===== src/sv/lcst_pkg.sv =====
`timescale 1ns / 1ps
// ----------------------------------------------------------------------------
// Li Chao segment tree package
// Shared widths, stream layout, and the controller/datapath interface types.
// ----------------------------------------------------------------------------
package lcst_pkg;

    localparam int DOMAIN_BITS_DEF = 10;

    localparam int SLOPE_W   = 32;
    localparam int ICPT_W    = 48;
    localparam int COORD_W   = 10;
    localparam int OUT_W     = 49;
    localparam int S_TDATA_W = 112;
    localparam int M_TDATA_W = 56;

    localparam logic ACT_INSERT = 1'b0;
    localparam logic ACT_QUERY  = 1'b1;

    typedef enum logic [2:0] {
        EV_NEW_L,
        EV_NEW_M,
        EV_OLD_L,
        EV_OLD_M,
        EV_QUERY
    } ev_sel_t;

    typedef struct packed {
        logic    clr_wr;
        logic    latch;
        logic    init;
        logic    dec_step;
        logic    rd;
        logic    new_wr;
        logic    ev_mul;
        logic    ev_add;
        ev_sel_t ev_sel;
        logic    pd_upd;
        logic    q_cmp;
        logic    q_step;
        logic    out_load;
    } lcst_cmd_t;

    typedef struct packed {
        logic clr_last;
        logic is_query;
        logic ins_empty;
        logic x_oob;
        logic dec_done;
        logic dec_push;
        logic node_valid;
        logic leaf;
        logic out_busy;
    } lcst_status_t;

endpackage


===== src/sv/lcst_ctrl.sv =====
`timescale 1ns / 1ps
// ----------------------------------------------------------------------------
// Li Chao segment tree controller
// Sequences memory clearing, segment inserts with push-down, and point queries.
// ----------------------------------------------------------------------------
module lcst_ctrl (
    input  logic                   clk,
    input  logic                   rst_n,
    input  logic                   s_tvalid,
    output logic                   s_tready,
    input  lcst_pkg::lcst_status_t status,
    output lcst_pkg::lcst_cmd_t    cmd
);
    import lcst_pkg::*;

    typedef enum logic [3:0] {
        ST_CLEAR,
        ST_IDLE,
        ST_ACT,
        ST_DEC,
        ST_PD_RD,
        ST_PD_CHK,
        ST_EV_MUL,
        ST_EV_ADD,
        ST_PD_UPD,
        ST_Q_RD,
        ST_Q_CHK,
        ST_Q_MUL,
        ST_Q_ADD,
        ST_Q_CMP,
        ST_Q_DONE
    } state_t;

    state_t     state_reg, state_next;
    logic [1:0] ev_cnt_reg, ev_cnt_next;

    always_comb
    begin
        cmd         = '0;
        cmd.ev_sel  = ev_sel_t'({1'b0, ev_cnt_reg});
        state_next  = state_reg;
        ev_cnt_next = ev_cnt_reg;
        s_tready    = (state_reg == ST_IDLE);
        unique case (state_reg)
            ST_CLEAR:
            begin
                cmd.clr_wr = 1'b1;
                if (status.clr_last)
                    state_next = ST_IDLE;
            end
            ST_IDLE:
            begin
                if (s_tvalid)
                begin
                    cmd.latch  = 1'b1;
                    state_next = ST_ACT;
                end
            end
            ST_ACT:
            begin
                cmd.init = 1'b1;
                if (status.is_query)
                    state_next = status.x_oob ? ST_Q_DONE : ST_Q_RD;
                else
                    state_next = status.ins_empty ? ST_IDLE : ST_DEC;
            end
            ST_DEC:
            begin
                if (status.dec_done)
                    state_next = ST_IDLE;
                else
                begin
                    cmd.dec_step = 1'b1;
                    if (status.dec_push)
                        state_next = ST_PD_RD;
                end
            end
            ST_PD_RD:
            begin
                cmd.rd     = 1'b1;
                state_next = ST_PD_CHK;
            end
            ST_PD_CHK:
            begin
                if (!status.node_valid)
                begin
                    cmd.new_wr = 1'b1;
                    state_next = ST_DEC;
                end
                else
                begin
                    ev_cnt_next = '0;
                    state_next  = ST_EV_MUL;
                end
            end
            ST_EV_MUL:
            begin
                cmd.ev_mul = 1'b1;
                state_next = ST_EV_ADD;
            end
            ST_EV_ADD:
            begin
                cmd.ev_add = 1'b1;
                if (ev_cnt_reg == 2'd3)
                    state_next = ST_PD_UPD;
                else
                begin
                    ev_cnt_next = ev_cnt_reg + 2'd1;
                    state_next  = ST_EV_MUL;
                end
            end
            ST_PD_UPD:
            begin
                cmd.pd_upd = 1'b1;
                state_next = status.leaf ? ST_DEC : ST_PD_RD;
            end
            ST_Q_RD:
            begin
                cmd.rd     = 1'b1;
                state_next = ST_Q_CHK;
            end
            ST_Q_CHK:
            begin
                if (status.node_valid)
                    state_next = ST_Q_MUL;
                else if (status.leaf)
                    state_next = ST_Q_DONE;
                else
                begin
                    cmd.q_step = 1'b1;
                    state_next = ST_Q_RD;
                end
            end
            ST_Q_MUL:
            begin
                cmd.ev_mul = 1'b1;
                cmd.ev_sel = EV_QUERY;
                state_next = ST_Q_ADD;
            end
            ST_Q_ADD:
            begin
                cmd.ev_add = 1'b1;
                cmd.ev_sel = EV_QUERY;
                state_next = ST_Q_CMP;
            end
            ST_Q_CMP:
            begin
                cmd.q_cmp = 1'b1;
                if (status.leaf)
                    state_next = ST_Q_DONE;
                else
                begin
                    cmd.q_step = 1'b1;
                    state_next = ST_Q_RD;
                end
            end
            ST_Q_DONE:
            begin
                if (!status.out_busy)
                begin
                    cmd.out_load = 1'b1;
                    state_next   = ST_IDLE;
                end
            end
            default: state_next = ST_IDLE;
        endcase
    end

    always_ff @(posedge clk or negedge rst_n)
    begin
        if (!rst_n)
        begin
            state_reg  <= ST_CLEAR;
            ev_cnt_reg <= '0;
        end
        else
        begin
            state_reg  <= state_next;
            ev_cnt_reg <= ev_cnt_next;
        end
    end

endmodule


===== config.mk =====
export PLATFORM = sky130hd
export DESIGN_NAME = lcst_ctrl
export DESIGN_NICKNAME = d
export VERILOG_FILES = /design/src/sv/lcst_pkg.sv /design/src/sv/lcst_ctrl.sv
export SDC_FILE = /design/constraint.sdc
export NUM_CORES = 1
export LEC_CHECK = 0
export ABC_AREA = 1
export ABC_CLOCK_PERIOD_IN_PS = 1470
export BUFFER_PORTS_ARGS = -buffer_cell sky130_fd_sc_hd__buf_2
export CAP_MARGIN = 20
export CORE_AREA = 3 3 46 48
export CTS_BUF_LIST = sky130_fd_sc_hd__clkbuf_16
export CTS_CLUSTER_DIAMETER = 40
export DETAILED_ROUTE_END_ITERATION = 10
export DIE_AREA = 0 0 49 51
export MAX_ROUTING_LAYER = met4
export PLACE_DENSITY = 0.71
export SETUP_SLACK_MARGIN = 0.4
export SYNTH_ARGS = -nofsm -noshare
export SYNTH_HDL_FRONTEND = slang
export SYNTH_SLANG_ARGS = --single-unit

===== constraint.sdc =====
create_clock -name clk -period 1.47 [get_ports clk]
set_clock_uncertainty 0.2 [all_clocks]
set_input_delay 0 -clock clk [delete_from_list [all_inputs] [get_ports clk]]
set_output_delay 0 -clock clk [all_outputs]
set_load 0.005 [all_outputs]

==> summary.txt <==
Clk_lat worst skew -> 0.23 ns
Post-synthesis xor/xnor area fraction -> 0
# setup viols final -> 20
Post-route ant nets -> 0
Worst setup margin -> -0.1657 ns
Global-route wire length before repair -> 4.974 mm
Largest net degree at the start of global routing -> 8
Crit start category -> flip-flop
Peak VDD IR -> 0.001540 V
Multi-input combinational cell area -> 643.1 sq um
Routed wl met2 -> 1.703 mm
Post-Synth Adder-Cell Area -> 0.01709
Register area -> 155.1 sq um
CP endpoint kind -> flip-flop
Nets -> 209
Number of CTS-inserted buffers -> 3
Synth warn -> 0
HP Start -> status[0]
Synth Cell Area -> 732.0 sq um
Antenna diodes -> 0
Top cells by area, synth -> nand2_1 24%, dfrtp_1 21%, nor2_1 12%
Hold_ws -> -0.003890 ns
Synth cell count leaders -> 47 x nand2_1, 24 x nor2_1, 20 x inv_1
Placed Cells incl. Taps -> 199
Setup TNS after final layout -> -2.151 ns
Slowest stage delay, CP -> 0.47 ns
Post-Syn Nets -> 148
CTS max path bufs -> 2
CORE AREA -> 1745 sq um
Unique masters post-synth -> 18
Mux cell area share after synthesis -> 0
Simple-Gate Fraction of Synth Area -> 0.6051
Min cycle time layout -> 1.636 ns
Max reg flops -> 4
Start point of the critical path -> state_reg[2]
H-tree depth -> 1
Pwr Density -> 1909 nW/um^2
Initial DRC Count -> 41
RR Startpoint -> state_reg[2]
P_leak -> 0.8013 nW
Compound-Gate Fraction of Synth Area -> 0.05470
Main combinational cell family by area after synthesis -> simple AND/OR/NAND/NOR gates
Post-route insts no fill -> 220
Fmax -> 611.4 MHz
Initial antenna violation count -> 0
Share of the synthesized area in the top cell type -> 0.2410
I/O Buffers -> 27
Via Count -> 1163
Ys async rst share -> 1.000
Max-Slew Margin vs Limit -> 0.8038
P&R area growth vs syn -> 98.97%
Top layer in use -> met4
Max Fanout on Critical Path -> 5
# DRC -> 0
Layout cell share with drive strength beyond 1 -> 0.5590
Routability Congestion -> 0.9848
Max Cap Violations -> 0
Worst path required time -> 1.43 ns
Leading area contributor after synthesis -> nand2_1
Total gr overflow -> 0
Metal-1 WL -> 1.187 mm
Post-layout util -> 0.8344
Ys flop type -> dfrtp_1
Filler cells -> 108
Clk pin slew, worst setup/hold paths -> 0.04 ns
Status -> finished, violations left
Top-count cell post-synth -> nand2_1
Worst EP arrival -> 1.60 ns
Die Span Y -> 51 um
Total GRT Usage -> 0.2624
Vias in the first global route -> 1107
CTS tree -> yes
Critical path, cell by cell -> inv_2 > nor2_4 > nand2_2 > o21ai_0 > nor2_1 > nand2_1 > nand2_1 > nand2_1
Hold WC Path Type -> in2reg
DPL Wire Length -> 1.922 mm
Drt first pass iters -> 4
Vias per Instance -> 5.286
Worst-Margin Slew -> 0.2943 ns
Crit share post-route -> 1.113
# rows -> 15
Kind of critical path -> reg2reg
Failing checks -> negative hold slack, negative setup slack
Final Slew Violations -> 0
EDFF count, synth -> 0
Die area -> 2499 sq um
CP max stage cell -> dfrtp_2
CTS Sinks -> 6
CP most frequent cell -> nand2_1
Routed Wire Length -> 3.234 mm
Starting Density -> 0.4194
Syn_area_per_cell -> 5.422 sq um
#FFs+latches synth -> 6
Root buffer cell -> clkbuf_16
Die W -> 49 um
RSZ-0062 raised after global routing -> yes
Hold Vio Cnt, Final -> 2
Register area share after synthesis -> 0.2051
Post-DR wirelength/cell -> 14.70 um
# IOs -> 28
Metal3 WL -> 248 um
Post-Syn Instances -> 135
## through the flow
stage          total power, mW  instance area (sq um)  setup slack [ns]
6_report                 2.780                   1456           -0.1657
5_1_grt                  2.944                   1456           -0.2251
4_1_cts                  2.463                   1355           -0.1022
3_5_place_dp             1.675                   1052           -0.1181
3_3_place_gp             1.650                   1052           -0.1030
2_1_floorplan            1.186                  787.0            0.1148
## worst paths after layout
check | to | slack, ns | cells after the start
worst min register to register | ev_cnt_reg[0] | 0.34 | 2
worst min-delay path | state_reg[2] | -0.004 | 4
worst max-delay path | state_reg[2] | -0.17 | 8
max in group asynchronous | state_reg[0] | 0.49 | 3
worst max register to register | state_reg[2] | -0.17 | 8
min in group asynchronous | state_reg[2] | 0.45 | 3
## logic make-up (layout without fill, tap and decap cells)
group	Yosys count	in the layout
adder cells (fa/ha/maj)	1	1
buffers and inverters	22	82
AO/OA/AOI/OAI	7	7
flip-flops	6	6
AND/OR/NAND/NOR	99	99
## worst max-delay path: cells and delay by family, from the launching register on
family | cells | cell delay (ns)
AOI/OAI and AO/OA | 1 | 0.22
buffers and inverters | 1 | 0.09
DFF | 1 | 0.47
and+or+nand+nor | 6 | 0.60
## cells in the final DEF (no fill, tap or decap)
master	n
buf_12	2
buf_2	22
buf_4	16
buf_6	13
clkbuf_16	3
dfrtp_1	2
dfrtp_2	4
dlygate4sd3_1	4
ha_1	1
inv_1	11
inv_2	7
inv_4	3
inv_6	1
nand2_1	33
nand2_2	11
nand2_4	4
nand3_1	11
nand3_2	3
nand3b_1	3
nor2_1	16
nor2_2	5
nor2_4	9
nor3_2	3
nor3_4	1
o21ai_0	2
o21ai_1	3
o21ai_2	1
o22ai_2	1
## layout make-up
type | instances | area share
clock buffers | 3 | 0.05155
clock inverters | 1 | 0.002577
inverters | 21 | 0.06271
multi-input cells | 107 | 0.4416
flip-flops and latches | 6 | 0.1065
well taps | 25 | 0.02148
repair buffers | 57 | 0.3136
## per-layer routing
metal	track usage	up-vias
met4	0.09005	0
met1	0.2755	536
met3	0.04082	12
li1	-	539
met5	-	-
met2	0.5000	76
## report_power, final
part	switching [mW]	leakage (nW)	total, mW	internal [mW]
Combinational	1.02	0.687	1.89	0.874
Sequential	0.184	0.0718	0.431	0.247
Clock	0.101	0.0423	0.455	0.354
Total	1.31	0.801	2.78	1.47
## repair_timing
item	4_1_cts	5_1_grt
hold buffers	4	0
pin swaps	15	8
resized for setup	37	21
endpoints found under the setup margin	22	28
buffers inserted	10	3
hold endpoints to repair	10	0
(Power assumes the default switching activity.)
